<file path="src/hw/rtl/fpsa_pkg.sv">
// ----------------------------------------------------------------------------
// fpsa_pkg
// Types and codes shared by the segment allocator and its submodules.
// ----------------------------------------------------------------------------
package fpsa_pkg;

    localparam logic       OP_ALLOC = 1'b0;
    localparam logic       OP_FREE  = 1'b1;

    localparam logic [1:0] FIT_FIRST = 2'd0;
    localparam logic [1:0] FIT_BEST  = 2'd1;
    localparam logic [1:0] FIT_WORST = 2'd2;

    localparam logic [1:0] ST_OK       = 2'd0;
    localparam logic [1:0] ST_NOSPACE  = 2'd1;
    localparam logic [1:0] ST_NOTFOUND = 2'd2;
    localparam logic [1:0] ST_FULL     = 2'd3;

    localparam logic [1:0] CFG_FIT_MODE  = 2'd0;
    localparam logic [1:0] CFG_POOL_SIZE = 2'd1;

    localparam logic [15:0] POOL_SIZE_RESET = 16'd4096;

    typedef struct packed {
        logic        opcode;
        logic [15:0] req_size;
        logic [15:0] free_addr;
    } t_cmd;

    typedef struct packed {
        logic [1:0]  status;
        logic [15:0] addr;
    } t_rsp;

    // Verdict of the gap unit for one table step.
    typedef struct packed {
        logic        fits;
        logic        take;
        logic        match;
        logic [15:0] size;
    } t_gap_res;

endpackage

</file>
<file path="src/hw/rtl/fpsa_ram.sv">
// ----------------------------------------------------------------------------
// fpsa_ram
// Generic single write port, single read port RAM with registered read.
// ----------------------------------------------------------------------------
module fpsa_ram #(
    parameter int WIDTH = 32,
    parameter int DEPTH = 16
) (
    input  logic                     i_clk,
    input  logic                     i_we,
    input  logic [$clog2(DEPTH)-1:0] i_waddr,
    input  logic [WIDTH-1:0]         i_wdata,
    input  logic [$clog2(DEPTH)-1:0] i_raddr,
    output logic [WIDTH-1:0]         o_rdata
);

    logic [WIDTH-1:0] r_mem [DEPTH];
    logic [WIDTH-1:0] r_rdata;

    always_ff @(posedge i_clk) begin
        if (i_we) begin
            r_mem[i_waddr] <= i_wdata;
        end
        r_rdata <= r_mem[i_raddr];
    end

    assign o_rdata = r_rdata;

endmodule

</file>
<file path="src/hw/rtl/fpsa_gap_unit.sv">
// ----------------------------------------------------------------------------
// fpsa_gap_unit
// Shared compare unit: sizes one gap, applies the fit policy and checks a
// segment against the offset being freed.
// ----------------------------------------------------------------------------
module fpsa_gap_unit #(
    parameter int HEADER_BYTES = 24
) (
    input  logic [16:0]               i_begin,
    input  logic [15:0]               i_end,
    input  logic [16:0]               i_need,
    input  logic [1:0]                i_mode,
    input  logic                      i_found,
    input  logic [15:0]               i_pick_size,
    input  logic [15:0]               i_seg_start,
    input  logic [15:0]               i_faddr,
    output fpsa_pkg::t_gap_res        o_res
);
    import fpsa_pkg::*;

    localparam logic [16:0] HDR = 17'(HEADER_BYTES);

    logic [16:0] diff;
    logic [15:0] size;
    logic        fits;

    always_comb begin
        diff = {1'b0, i_end} - i_begin;
        // A gap whose end lies before its begin counts as empty.
        size = ({1'b0, i_end} > i_begin) ? diff[15:0] : 16'd0;
        fits = (i_need <= {1'b0, size});
        o_res.size  = size;
        o_res.fits  = fits;
        o_res.take  = fits && (!i_found
                    || (i_mode == FIT_BEST  && size < i_pick_size)
                    || (i_mode == FIT_WORST && size > i_pick_size));
        o_res.match = (({1'b0, i_seg_start} + HDR) == {1'b0, i_faddr});
    end

endmodule

</file>
<file path="src/hw/rtl/fit_policy_segment_allocator_unit.sv">
// ----------------------------------------------------------------------------
// fit_policy_segment_allocator_unit
// Segment allocator over a byte pool with first, best or worst fit placement.
// ----------------------------------------------------------------------------
// A command is taken when i_start is high while o_busy is low; exactly one
// item comes back on o_result, marked by o_valid for a single cycle, and the
// receiver cannot stall it, so it must take every item when it appears.
// The segment table lives in one RAM with a registered read, and every scan
// walks it one entry at a time through a shared gap unit, reading an entry in
// S_READ and judging it in S_EVAL. An allocate scans the gaps (the gap before
// each live segment, then the tail gap, stopping early under first fit), then
// opens a hole by moving the entries above the chosen gap up one place and
// writes the new segment into it. A free scans until the matching offset and
// then closes the table up behind it. A full table, an unused fit mode or a
// free on an empty table are answered from S_IDLE without o_busy rising. The
// longest operation is a best or worst fit allocate into the first gap of a
// table one short of full; the result shows in the same cycle that busy drops.
// The configuration port is always ready and must only be written while
// o_busy is low and no item is outstanding. The table needs no clearing pass:
// only entries below the live count are ever used.
// ----------------------------------------------------------------------------
module fit_policy_segment_allocator_unit #(
    parameter int MAX_SEGMENTS = 16,
    parameter int HEADER_BYTES = 24
) (
    input  logic              i_clk,
    input  logic              i_rst_n,
    input  logic              i_start,
    input  fpsa_pkg::t_cmd    i_cmd,
    output logic              o_busy,
    output logic              o_valid,
    output fpsa_pkg::t_rsp    o_result,
    input  logic              i_cfg_valid,
    output logic              o_cfg_ready,
    input  logic [1:0]        i_cfg_index,
    input  logic [15:0]       i_cfg_data
);
    import fpsa_pkg::*;

    localparam int AW = $clog2(MAX_SEGMENTS);
    localparam int CW = $clog2(MAX_SEGMENTS + 1);
    localparam logic [CW-1:0] MAX_CNT = CW'(MAX_SEGMENTS);
    localparam logic [CW-1:0] ONE     = CW'(1);
    localparam logic [16:0]   HDR     = 17'(HEADER_BYTES);

    typedef enum logic [2:0] {
        S_IDLE,
        S_READ,
        S_EVAL,
        S_SHIFT_RD,
        S_SHIFT_WR
    } t_state;

    t_state        r_state;
    logic          r_op;
    logic [16:0]   r_need;
    logic [15:0]   r_faddr;
    logic [CW-1:0] r_idx;
    logic [CW-1:0] r_count;
    logic [16:0]   r_prev_end;
    logic          r_found;
    logic [CW-1:0] r_pick;
    logic [15:0]   r_pick_size;
    logic [16:0]   r_pick_begin;
    logic [1:0]    r_mode;
    logic [15:0]   r_pool;
    logic          r_valid;
    t_rsp          r_rsp;

    // Table access.
    logic          ram_we;
    logic [AW-1:0] ram_waddr;
    logic [31:0]   ram_wdata;
    logic [AW-1:0] ram_raddr;
    logic [31:0]   ram_rdata;
    logic [15:0]   rd_start;
    logic [15:0]   rd_len;
    logic [15:0]   gap_end;
    logic          in_table;
    logic [16:0]   pick_addr;
    t_gap_res      gap;

    assign rd_start  = ram_rdata[31:16];
    assign rd_len    = ram_rdata[15:0];
    assign in_table  = (r_idx < r_count);
    // The last gap runs up to the end of the pool.
    assign gap_end   = in_table ? rd_start : r_pool;
    assign pick_addr = r_pick_begin + HDR;

    fpsa_ram #(
        .WIDTH(32),
        .DEPTH(MAX_SEGMENTS)
    ) u_table (
        .i_clk  (i_clk),
        .i_we   (ram_we),
        .i_waddr(ram_waddr),
        .i_wdata(ram_wdata),
        .i_raddr(ram_raddr),
        .o_rdata(ram_rdata)
    );

    fpsa_gap_unit #(
        .HEADER_BYTES(HEADER_BYTES)
    ) u_gap (
        .i_begin    (r_prev_end),
        .i_end      (gap_end),
        .i_need     (r_need),
        .i_mode     (r_mode),
        .i_found    (r_found),
        .i_pick_size(r_pick_size),
        .i_seg_start(rd_start),
        .i_faddr    (r_faddr),
        .o_res      (gap)
    );

    // RAM port control. In the shift states r_idx is the destination slot.
    always_comb begin
        ram_we    = 1'b0;
        ram_waddr = r_idx[AW-1:0];
        ram_wdata = ram_rdata;
        ram_raddr = r_idx[AW-1:0];
        case (r_state)
            S_SHIFT_RD: begin
                if (r_op == OP_ALLOC) begin
                    ram_raddr = AW'(r_idx - ONE);
                    if (r_idx == r_pick) begin
                        ram_we    = 1'b1;
                        ram_waddr = r_pick[AW-1:0];
                        ram_wdata = {r_pick_begin[15:0], r_need[15:0]};
                    end
                end else begin
                    ram_raddr = AW'(r_idx + ONE);
                end
            end
            S_SHIFT_WR: begin
                ram_we = 1'b1;
            end
            default: begin
            end
        endcase
    end

    always_ff @(posedge i_clk) begin
        if (!i_rst_n) begin
            r_state <= S_IDLE;
            r_count <= '0;
            r_valid <= 1'b0;
            r_mode  <= FIT_FIRST;
            r_pool  <= POOL_SIZE_RESET;
        end else begin
            r_valid <= 1'b0;

            if (i_cfg_valid) begin
                case (i_cfg_index)
                    CFG_FIT_MODE:  r_mode <= i_cfg_data[1:0];
                    CFG_POOL_SIZE: r_pool <= i_cfg_data;
                    default: begin
                    end
                endcase
            end

            case (r_state)
                S_IDLE: begin
                    if (i_start) begin
                        r_op         <= i_cmd.opcode;
                        r_need       <= {1'b0, i_cmd.req_size} + HDR;
                        r_faddr      <= i_cmd.free_addr;
                        r_idx        <= '0;
                        r_prev_end   <= '0;
                        r_found      <= 1'b0;
                        r_pick_size  <= '0;
                        r_rsp.addr   <= '0;
                        if (i_cmd.opcode == OP_ALLOC) begin
                            if (r_count == MAX_CNT) begin
                                r_rsp.status <= ST_FULL;
                                r_valid      <= 1'b1;
                            end else if (r_mode != FIT_FIRST && r_mode != FIT_BEST
                                         && r_mode != FIT_WORST) begin
                                r_rsp.status <= ST_NOSPACE;
                                r_valid      <= 1'b1;
                            end else begin
                                r_state <= S_READ;
                            end
                        end else if (r_count == '0) begin
                            r_rsp.status <= ST_NOTFOUND;
                            r_valid      <= 1'b1;
                        end else begin
                            r_state <= S_READ;
                        end
                    end
                end

                S_READ: begin
                    r_state <= S_EVAL;
                end

                S_EVAL: begin
                    if (r_op == OP_ALLOC) begin
                        if (gap.take) begin
                            r_found      <= 1'b1;
                            r_pick       <= r_idx;
                            r_pick_size  <= gap.size;
                            r_pick_begin <= r_prev_end;
                        end
                        if ((gap.take && r_mode == FIT_FIRST) || !in_table) begin
                            if (gap.take || r_found) begin
                                // Open the hole from the top of the table down.
                                r_idx   <= r_count;
                                r_state <= S_SHIFT_RD;
                            end else begin
                                r_rsp.status <= ST_NOSPACE;
                                r_valid      <= 1'b1;
                                r_state      <= S_IDLE;
                            end
                        end else begin
                            r_prev_end <= {1'b0, rd_start} + {1'b0, rd_len};
                            r_idx      <= r_idx + ONE;
                            r_state    <= S_READ;
                        end
                    end else begin
                        if (gap.match) begin
                            r_state <= S_SHIFT_RD;
                        end else if (r_idx + ONE == r_count) begin
                            r_rsp.status <= ST_NOTFOUND;
                            r_valid      <= 1'b1;
                            r_state      <= S_IDLE;
                        end else begin
                            r_idx   <= r_idx + ONE;
                            r_state <= S_READ;
                        end
                    end
                end

                S_SHIFT_RD: begin
                    if (r_op == OP_ALLOC) begin
                        if (r_idx == r_pick) begin
                            r_count      <= r_count + ONE;
                            r_rsp.status <= ST_OK;
                            r_rsp.addr   <= pick_addr[15:0];
                            r_valid      <= 1'b1;
                            r_state      <= S_IDLE;
                        end else begin
                            r_state <= S_SHIFT_WR;
                        end
                    end else begin
                        if (r_idx + ONE == r_count) begin
                            r_count      <= r_count - ONE;
                            r_rsp.status <= ST_OK;
                            r_valid      <= 1'b1;
                            r_state      <= S_IDLE;
                        end else begin
                            r_state <= S_SHIFT_WR;
                        end
                    end
                end

                S_SHIFT_WR: begin
                    r_idx   <= (r_op == OP_ALLOC) ? r_idx - ONE : r_idx + ONE;
                    r_state <= S_SHIFT_RD;
                end

                default: begin
                    r_state <= S_IDLE;
                end
            endcase
        end
    end

    assign o_busy      = (r_state != S_IDLE);
    assign o_valid     = r_valid;
    assign o_result    = r_rsp;
    assign o_cfg_ready = 1'b1;

endmodule

</file>
<file path="config.mk">
export PLATFORM = sky130hd
export DESIGN_NAME = fit_policy_segment_allocator_unit
export DESIGN_NICKNAME = d
export VERILOG_FILES = /design/src/hw/rtl/fpsa_pkg.sv /design/src/hw/rtl/fpsa_ram.sv /design/src/hw/rtl/fpsa_gap_unit.sv /design/src/hw/rtl/fit_policy_segment_allocator_unit.sv
export SDC_FILE = /design/constraint.sdc
export NUM_CORES = 1
export LEC_CHECK = 0
export ABC_AREA = 1
export CELL_PAD_IN_SITES_DETAIL_PLACEMENT = 2
export CELL_PAD_IN_SITES_GLOBAL_PLACEMENT = 2
export CORE_ASPECT_RATIO = 0.8
export CORE_MARGIN = 2
export CORE_UTILIZATION = 49
export CTS_BUF_LIST = sky130_fd_sc_hd__clkbuf_4
export DETAILED_ROUTE_END_ITERATION = 8
export DONT_BUFFER_PORTS = 1
export PLACE_DENSITY = 0.9
export SYNTH_ARGS = -nofsm -noshare
export SYNTH_HDL_FRONTEND = slang
export SYNTH_SLANG_ARGS = --single-unit
</file>
<file path="constraint.sdc">
create_clock -name i_clk -period 10.9 [get_ports i_clk]
set_input_delay 0 -clock i_clk [delete_from_list [all_inputs] [get_ports i_clk]]
set_output_delay 0 -clock i_clk [all_outputs]
set_load 0.01 [all_outputs]
</file>
==> impl_metrics.csv, run 1 <==
group,metric,value,unit
status,status,"did not finish",
status,lastStage,"global routing (5_1_grt)",
status,firstError,"[ERROR GRT-0232] Routing congestion too high. Check the congestion heatmap in the GUI.",
placed_design,place_area,31200,um2
floorplanning,initial_utilization,0.495,
clock_tree,cts_buffers,171,
global_routing,grtUsageTotal,0.736,
global_routing,antenna_found_initial,16,
synthesis,syn-cell-area,30200,um2
placed_design,io_buffers,0,
clock_tree,clk_root_buffer_cell,"clkbuf_4",
synthesis,syn_nets,2731,
synthesis,synth.avg_cell_area,11.6,um2
clock_tree,htree_levels,4,
synthesis,ys_seq_area_frac,0.660,
clock_tree,clock-sinks,683,
clock_tree,cts.path.max_buffers,3,
global_routing,grt_max_degree,108,
synthesis,synthCells,2596,
synthesis,synth_edf_count,624,
synthesis,synth_flop_cell,"edfxtp_1",
synthesis,ys_types,52,
clock_tree,cts_resized,0,
synthesis,async_flop_share,0,
placed_design,dp.cells,3346,
floorplanning,fp.dieH,226,um
placed_design,place_hpwl,71.0,mm
placed_design,post-place-ws,2.63,ns
global_routing,grt_overflow_total,186,
placed_design,gp_congestion,0.858,
floorplanning,ios,76,
synthesis,synth-seq-cells,683,
synthesis,ys_warn_count,0,
floorplanning,die_w,282,um
floorplanning,rows,81,
Yosys cell counts (20+ instances only):
cell	number	area, um2
nand3_1	95	475
xnor2_1	20	175
nand2_1	273	1020
o221ai_1	59	517
edfxtp_1	624	18700
o211ai_1	26	195
ha_1	77	963
nor2_1	414	1550
inv_1	179	672
o21ai_0	331	1660
a21oi_1	79	395
xor2_1	30	263
dfxtp_1	59	1180
nor3_1	28	140
o221ai_2	40	601
buf_2	50	250
o22ai_1	29	181
clkbuf_1	61	229
repair_timing:
action | in CTS
hold buffers | 124
setup buffers | 0
endpoints found under the hold margin | 175
per-stage QoR:
stage | util | hold slack, ns
after detailed placement | 0.511 | 0.0989
after global placement | 0.511 | 0.0982
after CTS | 0.571 | 0.0501
after floorplan | - | 0.0989
kinds of logic after synthesis:
group,share of synthesized area
AND/OR/NAND/NOR,0.113
flip-flops,0.660
AO/OA/AOI/OAI,0.128
buffers and inverters,0.0441
adder cells (fa/ha/maj),0.0339
XOR/XNOR,0.0150
multiplexers,0.00555
other,0.000124
metal layers:
| metal | GRT overflow | track usage |
|---|---|---|
| met5 | 2 | 0.183 |
| met4 | 86 | 0.734 |
| met3 | 2 | 0.554 |
| met2 | 95 | 0.910 |
| met1 | 1 | 0.756 |
==> run 2: changes to the inputs <==
Settings changed: CELL_PAD_IN_SITES_DETAIL_PLACEMENT 2 to default, CELL_PAD_IN_SITES_GLOBAL_PLACEMENT 2 to default, CORE_ASPECT_RATIO 0.8 to default, CORE_UTILIZATION 49 to 40, CTS_BUF_LIST sky130_fd_sc_hd__clkbuf_4 to default, PLACE_DENSITY 0.9 to default, PLACE_DENSITY_LB_ADDON from default to 0.15.
==> run 2 against run 1 <==
  * The flow now finishes without violations
  * Area after synthesis stayed put
  * Synthesized cell count stayed put
==> impl_metrics.csv, run 2 <==
group,metric,value,unit
worst_setup_path,critPathRequiredTime,11.13,ns
placed_design,gp_congestion,0.899,
synthesis,synthTopCellsByCount,"edfxtp_1 (624), nor2_1 (414), o21ai_0 (331), nand2_1 (273), inv_1 (179)",
sta,rsz0062_at_grt,"no",
cells_and_area,nNetsFinal,2821,
cells_and_area,postLayoutCoreUtil,0.468,
clock_tree,cts_buffers,74,
power,seqPwrFrac,0.469,
worst_setup_path,critPathSlowestCell,"a21oi_2",
hold_path,min_path_type,"input pin to flop",
cells_and_area,largest_reg_flops,512,
cells_and_area,final_common_cell,"edfxtp_1",
route,antenna_left,0,
cells_and_area,n_antenna_cell,0,
worst_setup_path,path_max_fanout,27,
sta,slew_viol_final,0,
synthesis,netlist_top_cells_area,"edfxtp_1 (62%), o21ai_0 (5.5%), nor2_1 (5.1%)",
floorplanning,die_area,77700,um2
cells_and_area,final_cell_mix,"edfxtp_1 (624), nor2_1 (398), o21ai_0 (328), nand2_1 (272), inv_1 (179)",
power,p_int,4820,uW
global_routing,grt_max_degree,125,
clock_tree,clk_root_buffer_cell,"clkbuf_16",
power,power.total,6430,uW
global_routing,antenna_found_initial,0,
sta,max_freq,139,MHz
placed_design,place_hpwl,50.2,mm
clock_tree,cts_tree,"built",
route,routedWlPerCell,23.5,um
power,swShare,0.250,
synthesis,yosys.area.top_type,"edfxtp_1",
synthesis,synthCells,2596,
clock_tree,cts.path.max_buffers,3,
worst_setup_path,worstPathArrival,7.41,ns
sta,finalSetupViolCount,0,
sta,hold_viol,0,
synthesis,synth_edf_count,624,
sta,relSlewSlack,0.232,
sta,fin_skew,0.0298,ns
clock_tree,worstSkewPairLatency,0.63,ns
synthesis,synth-seq-cells,683,
sta,tns,0,ns
floorplanning,initial_utilization,0.405,
synthesis,yosysMostFrequentCell,"edfxtp_1",
power,ir_drop,0.0000971,V
worst_setup_path,max_stage_delay,0.82,ns
clock_tree,postCtsSetupBuffers,0,
job,cap_violations,0,
power,p_comb_frac,0.109,
route,drtPass1Iterations,5,
power,power.density,184,nW/um2
global_routing,grtUsageTotal,0.224,
global_routing,grt_pass1_wl,129,mm
worst_setup_path,critPathKind,"flop to flop",
floorplanning,fp.dieH,279,um
global_routing,grt_overflow_total,0,
status,status,"completed",
power,switchingPower,1600,uW
clock_tree,clock-sinks,683,
placed_design,io_buffers,0,
sta,fin_hold_ws,0.0229,ns
worst_setup_path,crit_path_start_kind,"flop",
worst_setup_path,crit_path_frequent_cell,"nand2_1",
route,first_iter_violations,1817,
power,pwr-share-clk,0.422,
clock_tree,htree_levels,3,
synthesis,synth_top_cell_area_share,0.621,
synthesis,syn-cell-area,30200,um2
synthesis,ys_warn_count,0,
synthesis,synth.avg_cell_area,11.6,um2
sta,period_minus_slack,7.18,ns
sta,max_slew.worst_pin.slew,1.14,ns
synthesis,synth_flop_cell,"edfxtp_1",
synthesis,syn_nets,2731,
worst_setup_path,cp-end-kind,"flop",
floorplanning,rows,100,
cells_and_area,regMostFlops,"u_table.r_mem",
clock_tree,cts_resized,0,
floorplanning,ios,76,
synthesis,ys_types,52,
floorplanning,core_area,74600,um2
route,via_count,20500,
route,routed_wl,87.4,mm
synthesis,async_flop_share,0,
floorplanning,die_w,279,um
clock_tree,hold_buffers,90,
route,drc_errors,0,
sta,fin_crit_sh,0.659,
power,p_leak,0.0124,uW
route,via_per_inst,5.52,
synthesis,ys_seq_area_frac,0.660,
cells_and_area,area_growth_syn_to_layout,15.6,%
clock_tree,clk_pin_slew,0.06,ns
cells_and_area,post_route_cells_drive_above_1_share,0.0987,
global_routing,grt_pass1_vias,20200,
-- run 2: final cells by class --
class	instances	area, um2
fill	6609	39700
tap	969	1210
inverter	187	712
multi-input combinational	1598	9120
sequential	683	19900
clock inverter	36	576
clock buffer	100	2090
timing repair buffer	142	1290
-- run 2: metrics by stage --
| step | setup slack [ns] | instances | cell area [um2] |
|---|---|---|---|
| floorplan | 4.98 | 2596 | 30200 |
| global placement | 3.95 | 3489 | 31400 |
| detailed placement | 3.78 | 3489 | 31400 |
| CTS | 3.76 | 3715 | 34900 |
| global route | 2.96 | 3715 | 34900 |
| finish | 3.72 | 3715 | 34900 |
-- run 2: worst max-delay path: cells and delay by family (launching register included) --
family,cells,cell delay (ns)
buf+inv,5,0.81
compound gates,6,1.51
fa+ha+maj,3,1.03
simple gates,16,2.80
flops,1,0.61
-- run 2: final timing paths --
check / depth (start not counted) / startpoint / slack (ns) / end
worst max-delay path: 30 / r_idx[3] / 3.72 / r_pick_size[6]
worst min-delay path: 3 / i_cfg_valid / 0.02 / r_pool[6]
worst max register to register: 30 / r_idx[3] / 3.72 / r_pick_size[6]
worst min register to register: 0 / r_prev_end[2] / 0.46 / r_pick_begin[2]
-- run 2: routing by layer --
layer,share of wire,wire length [um],GRT usage
met5,0,0,0
met4,0.025,2230,0.0711
met3,0.056,4870,0.0331
met2,0.47,41300,0.370
met1,0.45,39000,0.304
-- run 2: cell families (layout without fill, tap and decap cells) --
family / count (synthesis) / after routing / synth area share
and+or+nand+nor: 843 / 843 / 0.113
DFF: 683 / 683 / 0.660
AOI/OAI and AO/OA: 608 / 608 / 0.128
buffers and inverters: 315 / 465 / 0.0441
adders and majority gates: 80 / 80 / 0.0339
xor gates and xnor gates: 51 / 51 / 0.0150
muxes: 15 / 15 / 0.00555
other: 1 / 1 / 0.000124
-- run 2: power by group through the flow --
stage,registers [uW],clock network [uW],logic (uW)
after detailed placement,3070,0,664
after CTS,3020,2760,697
after global placement,3070,0,655
final,3020,2710,698
after floorplan,3030,0,470
after global routing,3020,2870,784
Power figures use the tool's default switching activity.
